===== src/hdl/window_stack_order_macros.svh =====
// assertion helpers for the window stack order rtl
`ifndef WINDOW_STACK_ORDER_MACROS_SVH
`define WINDOW_STACK_ORDER_MACROS_SVH

// property that must hold at every clock edge outside reset
`define WSO_ASSERT_ALWAYS(label, clk, rst, expr) \
  label: assert property (@(posedge clk) disable iff (rst) (expr)) \
    else $error("window stack order check failed");

// consequence that must hold in the same cycle as its trigger
`define WSO_ASSERT_SAME(label, clk, rst, ante, cons) \
  label: assert property (@(posedge clk) disable iff (rst) (ante) |-> (cons)) \
    else $error("window stack order check failed");

// consequence that must hold in the cycle after its trigger
`define WSO_ASSERT_NEXT(label, clk, rst, ante, cons) \
  label: assert property (@(posedge clk) disable iff (rst) (ante) |=> (cons)) \
    else $error("window stack order check failed");

`endif


===== src/hdl/wso_pkg.sv =====
`timescale 1ns / 1ps
// ----------------------------------------------------------------------------
// wso_pkg
// Shared types and constants of the window stack order block: operation and
// status codes, request and response payloads, cell control word.
// ----------------------------------------------------------------------------
package wso_pkg;

  // default number of window slots
  localparam int SLOTS_DEFAULT = 12;
  // width of a slot number, depth or live count field
  localparam int SLOT_W = 4;

  typedef enum logic [1:0] {
    MODE_CREATE = 2'd0,
    MODE_CLOSE  = 2'd1,
    MODE_RAISE  = 2'd2,
    MODE_READ   = 2'd3
  } mode_t;

  typedef enum logic [1:0] {
    ST_OK        = 2'd0,
    ST_FULL      = 2'd1,
    ST_NOT_FOUND = 2'd2,
    ST_DEPTH     = 2'd3
  } status_t;

  // what every cell of the order list does in a cycle
  typedef enum logic [1:0] {
    CELL_HOLD = 2'd0,
    CELL_PUSH = 2'd1,   // take the upper neighbor, cell 0 takes the new value
    CELL_PULL = 2'd2    // take the lower neighbor
  } cell_op_t;

  typedef struct packed {
    cell_op_t          op;
    logic [SLOT_W-1:0] pos;    // last cell that pushes, first cell that pulls
    logic [SLOT_W-1:0] value;  // entry written at the top on a push
  } cell_ctrl_t;

  typedef struct packed {
    mode_t             mode;
    logic [SLOT_W-1:0] start_slot;
    logic [SLOT_W-1:0] window_id;
    logic [SLOT_W-1:0] depth;
  } req_t;

  typedef struct packed {
    status_t           status;
    logic [SLOT_W-1:0] slot;
    logic [SLOT_W-1:0] live_count;
  } rsp_t;

endpackage


===== src/hdl/wso_cell.sv =====
`timescale 1ns / 1ps
// ----------------------------------------------------------------------------
// wso_cell
// One position of the front-to-back order list. Holds one slot number,
// shifts to or from its neighbors and flags a match against the window id.
// ----------------------------------------------------------------------------
module wso_cell #(
  parameter int SLOTS = wso_pkg::SLOTS_DEFAULT,
  parameter int IDX   = 0,
  parameter int CNT_W = $clog2(SLOTS + 1)
) (
  input  logic                       clk,
  input  wso_pkg::cell_ctrl_t        ctrl,
  input  logic [CNT_W-1:0]           count,
  input  logic [wso_pkg::SLOT_W-1:0] window_id,
  input  logic [wso_pkg::SLOT_W-1:0] upper,
  input  logic [wso_pkg::SLOT_W-1:0] lower,
  output logic [wso_pkg::SLOT_W-1:0] entry,
  output logic                       hit
);
  import wso_pkg::*;

  logic live;

  // live part of the list and match against the window id
  assign live = count > CNT_W'(IDX);
  assign hit  = live && (entry == window_id);

  // shift register stage of the list
  always_ff @(posedge clk) begin
    case (ctrl.op)
      CELL_PUSH: begin
        if (IDX == 0) begin
          entry <= ctrl.value;
        end else if (ctrl.pos >= SLOT_W'(IDX)) begin
          entry <= upper;
        end
      end
      CELL_PULL: begin
        if (ctrl.pos <= SLOT_W'(IDX)) begin
          entry <= lower;
        end
      end
      default: begin
        entry <= entry;
      end
    endcase
  end

endmodule


===== src/hdl/window_stack_order.sv =====
`timescale 1ns / 1ps
// ----------------------------------------------------------------------------
// window_stack_order
// Stacking-order manager for a fixed set of window slots: create, close,
// raise to top and read at depth over a move-to-front list of cells.
// ----------------------------------------------------------------------------
// Usage
//   req channel (req_valid / req_ready / req) carries one operation: mode,
//   start_slot, window_id and depth. rsp channel (rsp_valid / rsp_ready /
//   rsp) returns exactly one status, slot and live_count per operation.
//   The response sits in the output register in the cycle after the
//   request transfer. Throughput is one operation per cycle while the
//   receiver takes each response; each operation updates the whole cell
//   row at once, and the next one sees the new order.
//   req_ready is high whenever the output register is empty or being taken,
//   so a stalled receiver holds off new requests after one response waits.
//   Reset empties the list: no window open, live count zero, no response
//   pending. The order cells hold no meaningful value until written; only
//   entries below the live count are ever used.
// ----------------------------------------------------------------------------
`include "window_stack_order_macros.svh"

module window_stack_order #(
  parameter int SLOTS = wso_pkg::SLOTS_DEFAULT
) (
  input  logic          clk,
  input  logic          rst,
  input  logic          req_valid,
  output logic          req_ready,
  input  wso_pkg::req_t req,
  output logic          rsp_valid,
  input  logic          rsp_ready,
  output wso_pkg::rsp_t rsp
);
  import wso_pkg::*;

  localparam int CNT_W  = $clog2(SLOTS + 1);
  localparam int SIDX_W = $clog2(SLOTS);
  localparam int CMP_W  = (CNT_W > SLOT_W) ? CNT_W : SLOT_W;

  logic                accept;
  logic [SLOTS-1:0]    occupied_map;
  logic [SLOTS-1:0]    occupied_map_next;
  logic [CNT_W-1:0]    open_count;
  logic [CNT_W-1:0]    open_count_next;
  logic [SLOT_W-1:0]   entry [SLOTS];
  logic [SLOTS-1:0]    hit;
  logic                found;
  logic [SLOT_W-1:0]   hit_pos;
  logic [SLOT_W-1:0]   mod_lut [2**SLOT_W];
  logic [SLOT_W-1:0]   start_mod;
  logic [SLOTS-1:0]    free_high;
  logic [SLOT_W-1:0]   free_slot;
  logic [SLOT_W-1:0]   free_high_slot;
  logic [SLOT_W-1:0]   free_low_slot;
  logic [SLOTS-1:0]    slot_bit;
  cell_ctrl_t          ctrl;
  rsp_t                rsp_next;

  assign accept    = req_valid && req_ready;
  assign req_ready = !rsp_valid || rsp_ready;

  // row of list cells, each fed by its neighbors
  for (genvar i = 0; i < SLOTS; i++) begin : g_cell
    logic [SLOT_W-1:0] upper;
    logic [SLOT_W-1:0] lower;
    if (i == 0) begin : g_top
      assign upper = entry[i];
    end else begin : g_mid_up
      assign upper = entry[i-1];
    end
    if (i == SLOTS - 1) begin : g_bottom
      assign lower = entry[i];
    end else begin : g_mid_dn
      assign lower = entry[i+1];
    end
    wso_cell #(
      .SLOTS (SLOTS),
      .IDX   (i),
      .CNT_W (CNT_W)
    ) u_cell (
      .clk       (clk),
      .ctrl      (ctrl),
      .count     (open_count),
      .window_id (req.window_id),
      .upper     (upper),
      .lower     (lower),
      .entry     (entry[i]),
      .hit       (hit[i])
    );
  end

  // position of the matching cell, hits are one-hot among live cells
  assign found = |hit;
  always_comb begin
    hit_pos = '0;
    for (int b = 0; b < SLOT_W; b++) begin
      for (int i = 0; i < SLOTS; i++) begin
        if (((i >> b) & 1) == 1) begin
          hit_pos[b] = hit_pos[b] | hit[i];
        end
      end
    end
  end

  // start slot reduced modulo the slot count
  always_comb begin
    for (int i = 0; i < 2**SLOT_W; i++) begin
      mod_lut[i] = SLOT_W'(i % SLOTS);
    end
  end
  assign start_mod = mod_lut[req.start_slot];

  // first free slot at or after the start, wrapping to the lowest free
  always_comb begin
    for (int j = 0; j < SLOTS; j++) begin
      free_high[j] = !occupied_map[j] && (SLOT_W'(j) >= start_mod);
    end
    free_high_slot = '0;
    free_low_slot  = '0;
    for (int j = SLOTS - 1; j >= 0; j--) begin
      if (free_high[j]) begin
        free_high_slot = SLOT_W'(j);
      end
      if (!occupied_map[j]) begin
        free_low_slot = SLOT_W'(j);
      end
    end
    free_slot = (|free_high) ? free_high_slot : free_low_slot;
  end

  // operation decode: response, cell control and map and count updates
  always_comb begin
    occupied_map_next = occupied_map;
    open_count_next   = open_count;
    ctrl.op           = CELL_HOLD;
    ctrl.pos          = '0;
    ctrl.value        = '0;
    rsp_next.status   = ST_OK;
    rsp_next.slot     = '0;
    slot_bit          = '0;
    unique case (req.mode)
      MODE_CREATE: begin
        if (open_count >= CNT_W'(SLOTS)) begin
          rsp_next.status = ST_FULL;
        end else begin
          slot_bit          = {{(SLOTS-1){1'b0}}, 1'b1} << free_slot;
          ctrl.op           = CELL_PUSH;
          ctrl.pos          = SLOT_W'(open_count);
          ctrl.value        = free_slot;
          occupied_map_next = occupied_map | slot_bit;
          open_count_next   = open_count + CNT_W'(1);
          rsp_next.slot     = free_slot;
        end
      end
      MODE_CLOSE, MODE_RAISE: begin
        rsp_next.slot = req.window_id;
        if (!found) begin
          rsp_next.status = ST_NOT_FOUND;
        end else if (req.mode == MODE_CLOSE) begin
          slot_bit          = {{(SLOTS-1){1'b0}}, 1'b1} << req.window_id;
          ctrl.op           = CELL_PULL;
          ctrl.pos          = hit_pos;
          occupied_map_next = occupied_map & ~slot_bit;
          open_count_next   = open_count - CNT_W'(1);
        end else begin
          ctrl.op    = CELL_PUSH;
          ctrl.pos   = hit_pos;
          ctrl.value = req.window_id;
        end
      end
      MODE_READ: begin
        if (CMP_W'(req.depth) >= CMP_W'(open_count)) begin
          rsp_next.status = ST_DEPTH;
        end else begin
          rsp_next.slot = entry[req.depth[SIDX_W-1:0]];
        end
      end
      default: begin
        rsp_next.status = ST_OK;
      end
    endcase
    rsp_next.live_count = SLOT_W'(open_count_next);
    if (!accept) begin
      ctrl.op = CELL_HOLD;
    end
  end

  // occupancy map and live count
  always_ff @(posedge clk) begin
    if (rst) begin
      occupied_map <= '0;
      open_count   <= '0;
    end else if (accept) begin
      occupied_map <= occupied_map_next;
      open_count   <= open_count_next;
    end
  end

  // response register, one transfer per request
  always_ff @(posedge clk) begin
    if (rst) begin
      rsp_valid <= 1'b0;
    end else if (accept) begin
      rsp_valid <= 1'b1;
    end else if (rsp_ready) begin
      rsp_valid <= 1'b0;
    end
  end

  always_ff @(posedge clk) begin
    if (accept) begin
      rsp <= rsp_next;
    end
  end

  // consistency checks
  `WSO_ASSERT_ALWAYS(a_count_matches_map, clk, rst, CNT_W'($countones(occupied_map)) == open_count)
  `WSO_ASSERT_ALWAYS(a_single_hit, clk, rst, $onehot0(hit))
  `WSO_ASSERT_ALWAYS(a_hit_matches_map, clk, rst, found == (((occupied_map >> req.window_id) & SLOTS'(1)) != '0))
  `WSO_ASSERT_NEXT(a_create_ok, clk, rst, accept && req.mode == MODE_CREATE && open_count < CNT_W'(SLOTS), rsp_valid && rsp.status == ST_OK)

endmodule

===== config.mk =====
export PLATFORM = sky130hd
export DESIGN_NAME = window_stack_order
export DESIGN_NICKNAME = d
export VERILOG_FILES = /design/src/hdl/wso_pkg.sv /design/src/hdl/wso_cell.sv /design/src/hdl/window_stack_order.sv
export VERILOG_INCLUDE_DIRS = /design/src /design/src/hdl
export SDC_FILE = /design/constraint.sdc
export NUM_CORES = 1
export LEC_CHECK = 0
export ABC_AREA = 1
export ABC_CLOCK_PERIOD_IN_PS = 3400
export BUFFER_PORTS_ARGS = -buffer_cell sky130_fd_sc_hd__buf_2
export CORE_MARGIN = 10
export CORE_UTILIZATION = 55
export DETAILED_ROUTE_END_ITERATION = 8
export MAX_ROUTING_LAYER = met4
export PLACE_DENSITY = 0.87
export RECOVER_POWER = 100
export SLEW_MARGIN = 20
export SYNTH_ARGS = -nofsm -noshare
export SYNTH_HDL_FRONTEND = slang
export SYNTH_SLANG_ARGS = --single-unit

===== constraint.sdc =====
create_clock -name clk -period 3.4 [get_ports clk]
set_input_delay 0.17 -clock clk [delete_from_list [all_inputs] [get_ports clk]]
set_output_delay 0.17 -clock clk [all_outputs]
set_load 0.005 [all_outputs]

Word level (Yosys, flattened, before mapping). Memories as Yosys holds them, arrays and structs flattened. Index checks and enable logic that the tools add are counted.

Register bits: 75. ROM bits: 64. Input bits: 18. Output and inout bits: 12. Word-level logic and storage cells: 278. Memories kept: 1.

$add $sub $neg: 2. Magnitude comparators: 50. Equal/unequal tests: 41. Shifts and indexed selects: 2. Mux-type cells: 84. Bitwise operators: 21. Reductions and logical operators: 59.

Memories: (name not given) (words 16, width 4, rd ports 1, clocked after Yosys merged registers in 0, wr ports 0, line window_stack_order.sv:112) `assign start_mod = mod_lut[req.start_slot];`.

Operators with widths (number): $mux 4 (56); $pmux 4 s2 (12); $eq 4x4->1 (12); $ne 2x1->1 const B (21); $mux 12 (3); $reduce_and 3->1 (10); $logic_and 1x1->1 (25); $pmux 12 s2 (1); $reduce_or 12->1 (2); $shl 1x4->12 const A (2); $ge 4x4->1 const B (5); $pmux 10 s2 (1); $pmux 6 s3 (1); $bmux 4 s4 (1); $ge 3x4->1 const A (4); $ge 4x3->1 const B (4); $ge 4x4->1 const A (4); $gt 4x3->1 const B (4); $gt 4x4->1 const B (4); $le 4x3->1 const B (4); $or 1x1->1 (16); $logic_not 1->1 (13); $and 12x12->12 (1); $le 4x4->1 const B (3); other kinds (29) (50).

Longest topological paths before layout. Gate-level depths: netlist (run 1).

Word-level depth: 25. Gate-level depth with buffers: 20.

Modules after synthesis. A second synthesis (run 1) with hierarchy kept.

Cells, all modules: 966. Area total of the unflattened synthesis: 6336.1 um^2.

By module, submodules not included: window_stack_order (times used 1, cells each 443, area each 2765.2 um^2, seq. area each 640.6 um^2); wso_cell at g_cell[4].u_cell (times used 1, cells each 43, area each 320.3 um^2, seq. area each 120.1 um^2); wso_cell at g_cell[2].u_cell (times used 1, cells each 40, area each 307.8 um^2, seq. area each 120.1 um^2); wso_cell at g_cell[1].u_cell (times used 1, cells each 46, area each 305.3 um^2, seq. area each 120.1 um^2); wso_cell at g_cell[10].u_cell (times used 1, cells each 47, area each 301.5 um^2, seq. area each 120.1 um^2); wso_cell at g_cell[8].u_cell (times used 1, cells each 45, area each 300.3 um^2, seq. area each 120.1 um^2); wso_cell at g_cell[3].u_cell (times used 1, cells each 43, area each 299.0 um^2, seq. area each 120.1 um^2); wso_cell at g_cell[7].u_cell (times used 1, cells each 45, area each 297.8 um^2, seq. area each 120.1 um^2); wso_cell at g_cell[9].u_cell (times used 1, cells each 45, area each 296.5 um^2, seq. area each 120.1 um^2); wso_cell at g_cell[11].u_cell (times used 1, cells each 48, area each 295.3 um^2, seq. area each 120.1 um^2); wso_cell at g_cell[0].u_cell (times used 1, cells each 43, area each 286.5 um^2, seq. area each 120.1 um^2); wso_cell at g_cell[6].u_cell (times used 1, cells each 38, area each 284.0 um^2, seq. area each 120.1 um^2); wso_cell at g_cell[5].u_cell (times used 1, cells each 40, area each 276.5 um^2, seq. area each 120.1 um^2).

Least setup slack after synthesis (run 1). OpenSTA, ideal clock, no wires.

Path type: reg-to-reg. Start: register open_count[0]. End: register g_cell[7].u_cell.entry[0] (netlist bit), enable pin. Setup time: 0.329 ns. Data arrival time: 2.971 ns. Setup slack: 0.100 ns. Cell stages (with the launch flop): 18. Cells stage by stage: dfxtp_1 inv_1 ha_1 or2_1 o21ai_0 nand3_1 nand2_1 nor2_4 nand3_4 nand2_1 o21ai_0 nand3_1 ha_1 clkbuf_1 inv_1 clkbuf_1 o22ai_1 nor2_1.

Word-level cells in the longest chain between the ends: 13. Elaborated cells between the ends (all ways): 55.

RTL lines: from (decl) (line window_stack_order.sv:44) `logic [CNT_W-1:0] open_count;`; from (signal assigned) (line window_stack_order.sv:196) `open_count <= open_count_next;`; $gt 4x1->1 or $gt 4x2->1 (tied branches) (line wso_cell.sv:26) `assign live = count > CNT_W'(IDX);`; $logic_and 1x1->1 (line wso_cell.sv:27) `assign hit = live && (entry == window_id);`; $or 1x1->1 (5 in series) (line window_stack_order.sv:100) `hit_pos[b] = hit_pos[b] | hit[i];`; $mux 6 (line window_stack_order.sv:160) `end else if (req.mode == MODE_CLOSE) begin`; $mux 10 (line window_stack_order.sv:158) `if (!found) begin`; $pmux 10 s2 (*) (line window_stack_order.sv:142) `unique case (req.mode)`; $le 4x3->1 or $ge 4x3->1 (tied branches) (line wso_cell.sv:40, wso_cell.sv:35); $ne 2x1->1 (no source line); $reduce_and 3->1 (no source line) (*); to (signal assigned) (line wso_cell.sv:36) `entry <= upper;`; to (signal assigned) (line wso_cell.sv:41) `entry <= lower;`; to (signal assigned) (line wso_cell.sv:45) `entry <= entry;`; to (decl) (line wso_cell.sv:18) `output logic [wso_pkg::SLOT_W-1:0] entry,`.

Mark *: on every way between the ends. The rest lies on a longest branch, timed or not. A chain may end at the register's enable or synchronous reset.

Final worst setup path (run 1).
Start: register open_count[3]. End: register g_cell[5].u_cell.entry[2] (netlist bit), enable pin.

Word-level cells in the longest chain between the ends: 13. Elaborated cells between the ends (all ways): 55.

RTL lines (line): $gt 4x1->1 or $gt 4x2->1 (tied branches) (wso_cell.sv:26); $logic_and 1x1->1 (wso_cell.sv:27); $or 1x1->1 (5 in series) (window_stack_order.sv:100); $mux 6 (window_stack_order.sv:160); $mux 10 (window_stack_order.sv:158); $pmux 10 s2 (*) (window_stack_order.sv:142); $le 4x3->1 or $ge 4x3->1 (tied branches) (wso_cell.sv:40, wso_cell.sv:35); $ne 2x1->1 (no source line); $reduce_and 3->1 (no source line) (*); to (signal assigned) (wso_cell.sv:36); to (signal assigned) (wso_cell.sv:41); to (signal assigned) (wso_cell.sv:45); to (decl) (wso_cell.sv:18).

Marked as above.

==> flow_metrics.env, run 1 <==
export IMPL_start_kind="register"
export IMPL_yosysSeqAreaShare_pct=34.9
export IMPL_hold_end="occupied_map[7]"
export IMPL_cp_startpoint="open_count[3]"
export IMPL_power_leakage_nw=2.82
export IMPL_initial_core_util_pct=56.9
export IMPL_clockRootBuffer="clkbuf_8"
export IMPL_grt_start_max_net_pins=27
export IMPL_cp_num_buf_inv=2
export IMPL_fp_dieH_um=124
export IMPL_placementRows=37
export IMPL_final_cells=1029
export IMPL_fin_crit_sh_pct=93.5
export IMPL_synth_seq_cells=75
export IMPL_drv_cap=0
export IMPL_synthArstFlopShare_pct=0
export IMPL_antenna_found_initial=0
export IMPL_port_buffers=29
export IMPL_fin_skew_ns=0.00858
export IMPL_dp_cells=1013
export IMPL_cp_required_ns=3.40
export IMPL_clkLatencyLatePin_ns=0.36
export IMPL_routed_wl_um=17100
export IMPL_clkTransAtPathRegs_ns=0.08
export IMPL_post_cts_buffers=0
export IMPL_dieArea_um2=15400
export IMPL_worst_path_max_fanout=10
export IMPL_ff2ff_path_depth=17
export IMPL_gp_congestion=1.02
export IMPL_rrSetupSlack_ns=0.22
export IMPL_drive_gt1_share_pct=11.2
export IMPL_nets=925
export IMPL_cp_slowest_cell="dfxtp_1"
export IMPL_vdd_drop_max_mv=0.244
export IMPL_hold_start="rst"
export IMPL_yosysWarningCount=0
export IMPL_path_delay_family="simple AND/OR/NAND/NOR gates"
export IMPL_areaGrowthSynthToFinish_pct=7.62
export IMPL_cts_tree="built"
export IMPL_setup_violations=0
export IMPL_finalHoldViolations=0
export IMPL_syn_avg_cell_area_um2=6.94
export IMPL_grt_usage_pct=22.8
export IMPL_finalCriticalPeriod_ns=3.18
export IMPL_slew_headroom_pct=37.0
export IMPL_hold_depth=2
export IMPL_first_pass_iters=6
export IMPL_grt_pass1_vias=5587
export IMPL_hold_slack_ns=0.0397
export IMPL_clockBufferDepth=2
export IMPL_antenna_cells=0
export IMPL_synthCells=858
export IMPL_grt_first_pass_wirelength_um=27200
export IMPL_path_cells="nor2_1 > o21a_1 > nor2_1 > nand2_2 > nand2_2 > nor2_4 > nand3_4 > nand2_2 > o21ai_2 > nand3_2 > inv_1 > ha_1 > inv_1 > nor2_4 > nand2_1 > nand2_1 > nor2_1"
export IMPL_worst_hold_path_type="input port to register"
export IMPL_rr_endpoint="g_cell[5].u_cell.entry[2]"
export IMPL_worstMarginPinSlew_ns=0.944
export IMPL_htreeDepth=3
export IMPL_die_w_um=124
export IMPL_io_pins=30
export IMPL_yosys_cell_types_count=44
export IMPL_synth_edff_count=58
export IMPL_status="finished clean"
export IMPL_final_common_cell="nand2_1"
export IMPL_p_total_w=0.00236
export IMPL_max_clock_freq_mhz=315
export IMPL_dpl_hpwl_um=13000
export IMPL_ys_top_cells_by_area="edfxtp_1, nand2_1, o21ai_0"
export IMPL_maxSlewViolCount=0
export IMPL_ant_nets=0
export IMPL_wire_per_inst_um=16.6
export IMPL_cts_hold_repair_buffers=0
export IMPL_most_common_layout_cells="nand2_1, o21ai_0, inv_1"
export IMPL_synth_ff_type="edfxtp_1"
export IMPL_powerDensity_nw_per_um2=368
export IMPL_end_kind="register"
export IMPL_vias=6059
export IMPL_synth_area_um2=5960
export IMPL_grt_ovfl_total=0
export IMPL_drt_vias_per_instance=5.89
export IMPL_cp_arrival_ns=3.18
export IMPL_yosysTopAreaCell="edfxtp_1"
export IMPL_yosys_area_top_type_share_pct=29.2
export IMPL_numCtsBuffers=9
export IMPL_core_um2=10500
export IMPL_drc_errors=0
export IMPL_path_class="register to register"
export IMPL_r2r_start="open_count[3]"
export IMPL_cts_sinks=75
export IMPL_dr_first_iter_drc_count=850
export IMPL_syn_nets=895
export IMPL_max_stage_delay_ns=0.41
## metal layers
metal	global-route usage, %	vias up	part of all wire [%]
met5	-	-	0
met4	10.4	0	4.0
met3	3.85	67	11
met2	36.0	390	46
met1	28.2	2724	39
li1	-	2878	-
## synthesized netlist by cell type (2+ instances only)
library cell	instances
inv_2	13
nand3_1	32
o21ai_0	112
nand2_1	235
nor3_1	8
nand3_4	2
buf_6	11
nand2_4	2
nor2_2	3
nand4_2	3
o21ai_2	2
clkinv_1	2
ha_1	19
o21ai_1	7
buf_2	2
nor2_1	79
nand4_1	10
o22ai_1	5
edfxtp_1	58
dfxtp_1	17
nor2_4	5
nand2_2	11
inv_1	95
a21oi_1	62
o211ai_1	5
a31oi_1	4
xor2_1	14
buf_1	2
xnor2_1	8
clkbuf_1	16
## sequential cells by signal, summed over array words and instances, names as in the netlist
| signal | count |
|---|---|
| g_cell.u_cell.entry | 48 |
| occupied_map | 12 |
| open_count | 4 |
| rsp | 10 |
| rsp_valid | 1 |
## worst reg2reg max path, delay by kind of cell (launching register included)
kind,cells,cell delay [ns]
compound gates,2,0.28
fa+ha+maj,1,0.21
buf+inv,2,0.26
flops,1,0.41
simple gates,12,1.66
## kinds of logic (layout without fill, tap and decap cells)
| logic type | after synthesis | in the layout | synth area share [%] |
|---|---|---|---|
| DFF | 75 | 75 | 34.9 |
| adders and majority gates | 19 | 19 | 3.99 |
| buffers and inverters | 143 | 178 | 10.7 |
| AOI/OAI and AO/OA | 203 | 203 | 18.2 |
| and+or+nand+nor | 396 | 396 | 28.9 |
| xor gates and xnor gates | 22 | 22 | 3.23 |
## metrics by stage
stage / util [%] / setup WS (ns) / setup TNS (ns) / instance area, um^2
2_1_floorplan: - / 0.0997 / 0 / 5960
5_1_grt: 61.3 / -0.0113 / -0.0113 / 6410
4_1_cts: 61.2 / 0.111 / 0 / 6410
3_5_place_dp: 59.5 / 0.144 / 0 / 6230
3_3_place_gp: 59.5 / 0.239 / 0 / 6230
6_report: 61.3 / 0.221 / 0 / 6410
## worst max-delay path by stage
stage | to | depth (start not counted) | slack [ns]
after CTS | g_cell[10].u_cell.entry[0] | 18 | 0.11
after detailed placement | g_cell[6].u_cell.entry[3] | 16 | 0.14
after global routing | g_cell[1].u_cell.entry[3] | 20 | -0.01
final | g_cell[5].u_cell.entry[2] | 17 | 0.22
after floorplan | g_cell[7].u_cell.entry[0] | 17 | 0.1
after global placement | g_cell[10].u_cell.entry[3] | 18 | 0.24
## power breakdown
group	internal, W	total [W]	switching [W]
Clock	0.000305	0.000648	0.000344
Sequential	0.00106	0.00111	0.0000483
Combinational	0.000194	0.000604	0.000410
## repair_timing
| action | in CTS | in global routing |
|---|---|---|
| gates resized for setup | 0 | 15 |
| setup endpoints to repair | 0 | 41 |
| hold endpoints to repair | 0 | 0 |
## layout make-up
class                   instances  area [um^2]
multi-input cells             640         3270
well taps                     136          170
flip-flops and latches         75         2080
fillers                       967         4050
clock inverters                 4         25.0
inverters                     110          413
repair buffers                 52          295
clock buffers                  12          155
Power figures use the tool's default switching activity.
==> run 2, diff against run 1 <==
Settings changed: CORE_UTILIZATION 55 to 35, PLACE_DENSITY 0.87 to 0.63, SETUP_SLACK_MARGIN set to 0.3.
==> run 2 against run 1 <==
Compared with the run above: die area is 47% higher; global-route usage decreased by 6.3 points; highest routed layer unchanged; register-to-register slack better by 0.14 ns; total power rose by 15%; design area up 4.4%; non-clock buffer count rose by 5.
==> flow_metrics.env, run 2 (synthesis gave the netlist of run 1 again) <==
export IMPL_cp_arrival_ns=3.11
export IMPL_clockRootBuffer="clkbuf_16"
export IMPL_cts_tree="built"
export IMPL_antenna_found_initial=0
export IMPL_grt_start_max_net_pins=49
export IMPL_clkTransAtPathRegs_ns=0.07
export IMPL_worst_path_max_fanout=8
export IMPL_cpMostUsedCell="nand2_1"
export IMPL_setup_tns_ns=0
export IMPL_largest_register_ffs=48
export IMPL_maxSlewViolCount=0
export IMPL_htreeDepth=3
export IMPL_vdd_drop_max_mv=0.281
export IMPL_dr_first_iter_drc_count=603
export IMPL_grt_usage_pct=16.6
export IMPL_drv_cap=0
export IMPL_io_pins=30
export IMPL_numCtsBuffers=9
export IMPL_hold_start="rst"
export IMPL_rrSetupSlack_ns=0.37
export IMPL_clkLatencyLatePin_ns=0.36
export IMPL_first_pass_iters=5
export IMPL_dp_slack_ns=0.127
export IMPL_max_clock_freq_mhz=330
export IMPL_hold_slack_ns=0.0608
export IMPL_drt_vias_per_instance=5.23
export IMPL_setup_violations=0
export IMPL_fin_crit_sh_pct=89.3
export IMPL_worst_hold_path_type="input port to register"
export IMPL_setup_ws_ns=0.365
export IMPL_fp_dieH_um=150
export IMPL_powerDensity_nw_per_um2=404
export IMPL_ff2ff_path_depth=21
export IMPL_wire_per_inst_um=16.3
export IMPL_clockBufferDepth=2
export IMPL_finalCriticalPeriod_ns=3.03
export IMPL_path_class="register to register"
export IMPL_ant_nets=0
export IMPL_core_um2=16600
export IMPL_vias=5848
export IMPL_start_kind="register"
export IMPL_rr_endpoint="g_cell[8].u_cell.entry[2]"
export IMPL_worstSetupEndpoint="g_cell[8].u_cell.entry[2]"
export IMPL_largestRegisters="g_cell.u_cell.entry x48, occupied_map x12, rsp x10"
export IMPL_crit_cells=21
export IMPL_final_common_cell="nand2_1"
export IMPL_initial_core_util_pct=35.8
export IMPL_cp_startpoint="open_count[1]"
export IMPL_grt_ovfl_total=0
export IMPL_die_w_um=150
export IMPL_areaGrowthSynthToFinish_pct=12.3
export IMPL_antenna_cells=0
export IMPL_placementRows=47
export IMPL_cp_required_ns=3.47
export IMPL_top_register="g_cell.u_cell.entry"
export IMPL_grt_first_pass_wirelength_um=28600
export IMPL_path_delay_family="simple AND/OR/NAND/NOR gates"
export IMPL_drc_errors=0
export IMPL_drive_gt1_share_pct=12.6
export IMPL_nets=930
export IMPL_finalHoldViolations=0
export IMPL_status="finished clean"
export IMPL_p_total_w=0.00270
export IMPL_max_stage_delay_ns=0.37
export IMPL_power_leakage_nw=2.88
export IMPL_slew_headroom_pct=31.3
export IMPL_r2r_start="open_count[1]"
export IMPL_port_buffers=29
export IMPL_grt_pass1_vias=5261
export IMPL_dpl_hpwl_um=14100
export IMPL_cp_num_buf_inv=6
export IMPL_cp_slowest_cell="dfxtp_4"
export IMPL_routed_wl_um=18300
export IMPL_end_kind="register"
export IMPL_dieArea_um2=22600
export IMPL_worstMarginPinSlew_ns=1.03
export IMPL_cts_sinks=75
export IMPL_most_common_layout_cells="nand2_1, o21ai_0, inv_1"
export IMPL_path_cells="inv_2 > ha_1 > buf_4 > nand2_1 > nand2_1 > nor2_1 > nand3_1 > nand2_2 > nor2_1 > nand3_4 > nand2_1 > o21ai_2 > nand3_2 > inv_1 > ha_2 > inv_2 > nor2_4 > inv_2 > nand2_1 > a21oi_1 > buf_4"
export IMPL_gp_congestion=0.937
export IMPL_rsz0062_at_grt="no"
export IMPL_fin_skew_ns=0.0107
-- run 2: changes by cell type in the layout (fill, tap and decap cells not counted), sizes merged --
cell	before	now
clkbuf	27	23
bufinv	0	1
clkinvlp	0	3
buf	37	43
inv	107	106
-- run 2: worst min-delay path by stage --
stage / to / slack (ns) / cells after the start
detailed placement: occupied_map[6] / 0.43 / 2
floorplan: occupied_map[4] / 0.24 / 1
global placement: occupied_map[4] / 0.43 / 2
CTS: occupied_map[6] / 0.06 / 2
global route: occupied_map[6] / 0.07 / 2
finish: occupied_map[5] / 0.06 / 2
-- run 2: metrics by stage --
stage               util [%]  std cells  area [um^2]
global placement        38.3       1099         6370
global route            40.2       1118         6690
finish                  40.2       1118         6690
CTS                     40.2       1115         6690
detailed placement      38.3       1099         6370
floorplan                  -        858         5970
-- run 2: repair_timing --
action                     CTS  global route
resized for setup            8            16
buffers inserted             0             3
pin swaps                    1             4
setup endpoints to repair   46            67
hold buffers                 0             0
-- run 2: worst register-to-register path: cells and delay by family, from the launching register on --
kind / cells / cell delay, ns
DFF: 1 / 0.37
and+or+nand+nor: 11 / 1.07
adders and majority gates: 2 / 0.37
buffers and inverters: 6 / 0.68
AOI/OAI and AO/OA: 2 / 0.26
-- run 2: final cells by class --
class                      instances  area [um^2]
inverter                         110          413
clock inverter                     7         78.8
timing repair buffer              57          343
tap                              220          275
sequential                        75         2090
fill                            1742         9950
multi-input combinational        640         3270
clock buffer                       9          225
-- run 2: power breakdown --
part / internal (W) / total, W / switching (W)
Combinational: 0.000202 / 0.000611 / 0.000409
Clock: 0.000571 / 0.000982 / 0.000411
Sequential: 0.00106 / 0.00111 / 0.0000511
Total: 0.00183 / 0.00270 / 0.000871
-- run 2: metal layers --
metal | global-route usage (%) | up-vias | part of all wire (%)
met3 | 3.51 | 32 | 8.3
met2 | 24.3 | 252 | 44
li1 | - | 2898 | -
met1 | 22.4 | 2666 | 46
met4 | 5.00 | 0 | 2.2
met5 | - | - | 0
==> run 3, diff against run 2 <==
Settings changed: ABC_CLOCK_PERIOD_IN_PS 3400 to 3100, BUFFER_PORTS_ARGS -buffer_cell sky130_fd_sc_hd__buf_2 to unset, CTS_CLUSTER_SIZE set to 8, DONT_BUFFER_PORTS set to 1, PLACE_DENSITY 0.63 to 0.6.
Clock period 3.4 ns to 3.1 ns, I/O delays scaled along.
==> run 3 against run 2 <==
Compared with the run above: via count decreased by 2.6%; register-to-register slack worse by 0.10 ns; fmax rose by 6.9%; largest cell class unchanged; largest power group unchanged; highest routed layer unchanged.
==> flow_metrics.env, run 3 (synthesis gave the netlist of run 1 again) <==
export IMPL_setup_violations=0
export IMPL_grt_usage_pct=17.1
export IMPL_p_total_w=0.00299
export IMPL_dr_first_iter_drc_count=497
export IMPL_vias=5694
export IMPL_htreeDepth=3
export IMPL_cp_required_ns=3.15
export IMPL_gp_congestion=0.963
export IMPL_final_cells=1103
export IMPL_power_leakage_nw=2.86
export IMPL_status="finished clean"
export IMPL_dpl_hpwl_um=14200
export IMPL_largest_register_ffs=48
export IMPL_port_buffers=0
export IMPL_setup_ws_ns=0.261
export IMPL_finalHoldViolations=0
export IMPL_drt_vias_per_instance=5.16
export IMPL_final_common_cell="nand2_1"
export IMPL_path_class="register to register"
export IMPL_slew_headroom_pct=43.2
export IMPL_fin_skew_ns=0.00648
export IMPL_seq_power_share_pct=40.9
export IMPL_die_w_um=150
export IMPL_max_stage_delay_ns=0.37
export IMPL_worst_path_max_fanout=8
export IMPL_vdd_drop_max_mv=0.218
export IMPL_clockBufferDepth=2
export IMPL_p_switching_w=0.000893
export IMPL_core_um2=16600
export IMPL_grt_pass1_vias=5266
export IMPL_areaGrowthSynthToFinish_pct=13.0
export IMPL_cts_sinks=75
export IMPL_cp_arrival_ns=2.88
export IMPL_start_kind="register"
export IMPL_grt_ovfl_total=0
export IMPL_largestRegisters="g_cell.u_cell.entry x48, occupied_map x12, rsp x10"
export IMPL_end_kind="register"
export IMPL_dp_slack_ns=0.0304
export IMPL_finalCriticalPeriod_ns=2.84
export IMPL_ff2ff_path_depth=16
export IMPL_most_common_layout_cells="nand2_1, o21ai_0, inv_1"
export IMPL_first_pass_iters=5
export IMPL_grt_first_pass_wirelength_um=29400
export IMPL_fin_crit_sh_pct=91.6
export IMPL_drv_cap=0
export IMPL_hold_depth=3
export IMPL_dieArea_um2=22600
export IMPL_p_comb_share_pct=21.8
export IMPL_antenna_found_initial=0
export IMPL_max_clock_freq_mhz=352
export IMPL_grt_start_max_net_pins=29
export IMPL_pwr_share_clk_pct=37.3
export IMPL_clkTransAtPathRegs_ns=0.06
export IMPL_cp_num_buf_inv=2
export IMPL_routed_wl_um=18900
export IMPL_io_pins=30
export IMPL_ant_nets=0
export IMPL_worst_hold_path_type="input port to register"
export IMPL_antenna_cells=0
export IMPL_hold_slack_ns=0.0512
export IMPL_nets=915
export IMPL_setup_tns_ns=0
export IMPL_drive_gt1_share_pct=13.3
export IMPL_clkLatencyLatePin_ns=0.35
export IMPL_clockRootBuffer="clkbuf_16"
export IMPL_switching_share_pct=29.9
export IMPL_nFillCells=1756
export IMPL_maxSlewViolCount=0
export IMPL_rsz0062_at_grt="yes"
export IMPL_cp_slowest_cell="dfxtp_4"
export IMPL_worstMarginPinSlew_ns=0.853
export IMPL_wire_per_inst_um=17.2
export IMPL_dp_cells=1067
export IMPL_powerDensity_nw_per_um2=444
export IMPL_fp_dieH_um=150
export IMPL_path_delay_family="simple AND/OR/NAND/NOR gates"
export IMPL_top_register="g_cell.u_cell.entry"
export IMPL_path_cells="clkbuf_1 > nor2_1 > o21ai_0 > nand4_1 > nand2_1 > nor2_1 > nand3_4 > nand2_1 > o21ai_2 > nand3_2 > ha_4 > inv_2 > nor2_1 > nand2_1 > nand3_4 > o21ai_4"
export IMPL_initial_core_util_pct=35.8
export IMPL_placementRows=47
export IMPL_internal_power_w=0.00209
export IMPL_cts_tree="built"
export IMPL_crit_cells=16
export IMPL_drc_errors=0
export IMPL_numCtsBuffers=9
==> run 3: changes by cell type in the layout (fill, tap and decap cells not counted), sizes merged, moves of 2 or more <==
cell | previous run | this run
buf | 43 | 30
clkbuf | 23 | 21
clkinvlp | 3 | 0
clkinv | 7 | 9
==> run 3: power groups by stage <==
stage	combinational (W)	sequential, W	clock (W)
floorplan	0.000476	0.00122	0
global placement	0.000596	0.00124	0
detailed placement	0.000597	0.00124	0
CTS	0.000621	0.00122	0.00112
global route	0.000720	0.00123	0.00116
finish	0.000652	0.00122	0.00111
==> run 3: cell type report <==
| class | instances | area, um^2 | share of cell area, % |
|---|---|---|---|
| clock buffers | 10 | 229 | 3.40 |
| inverters | 110 | 423 | 6.28 |
| clock inverters | 6 | 80.1 | 1.19 |
| multi-input cells | 640 | 3340 | 49.6 |
| well taps | 220 | 275 | 4.09 |
| repair buffers | 42 | 290 | 4.31 |
| flip-flops and latches | 75 | 2090 | 31.1 |
==> run 3: final timing paths <==
kind,start,endpoint,slack (ns)
worst max-delay path,open_count[0],g_cell[10].u_cell.entry[3],0.26
worst min-delay path,rsp_ready,rsp_valid,0.05
worst max register to register,open_count[0],g_cell[10].u_cell.entry[3],0.26
worst min register to register,occupied_map[10],occupied_map[10],0.50
==> run 3: what timing repair did <==
action | CTS | global route
resized for setup | 10 | 22
hold endpoints to repair | 5 | 0
setup buffers | 6 | 13
hold buffers | 1 | 0
setup endpoints to repair | 44 | 68
pin swaps | 7 | 20
==> run 3: per-layer routing <==
metal	track usage [%]	vias to the layer above	share of wire [%]
met5	-	-	0
met4	5.69	0	2.2
met3	2.58	26	4.7
met2	27.7	162	48
met1	21.5	2639	45
li1	-	2867	-
==> run 3: worst register-to-register path: cells and delay by family, from the launching register on <==
| kind | cells | cell delay, ns |
|---|---|---|
| DFF | 1 | 0.37 |
| and+or+nand+nor | 10 | 1.00 |
| buffers and inverters | 2 | 0.37 |
| adders and majority gates | 1 | 0.21 |
| AOI/OAI and AO/OA | 3 | 0.58 |
==> run 3: stage by stage <==
step / utilization, % / area (um^2)
2_1_floorplan: - / 6060
3_3_place_gp: 37.5 / 6250
3_5_place_dp: 37.5 / 6250
4_1_cts: 39.9 / 6650
5_1_grt: 40.4 / 6730
6_report: 40.4 / 6730
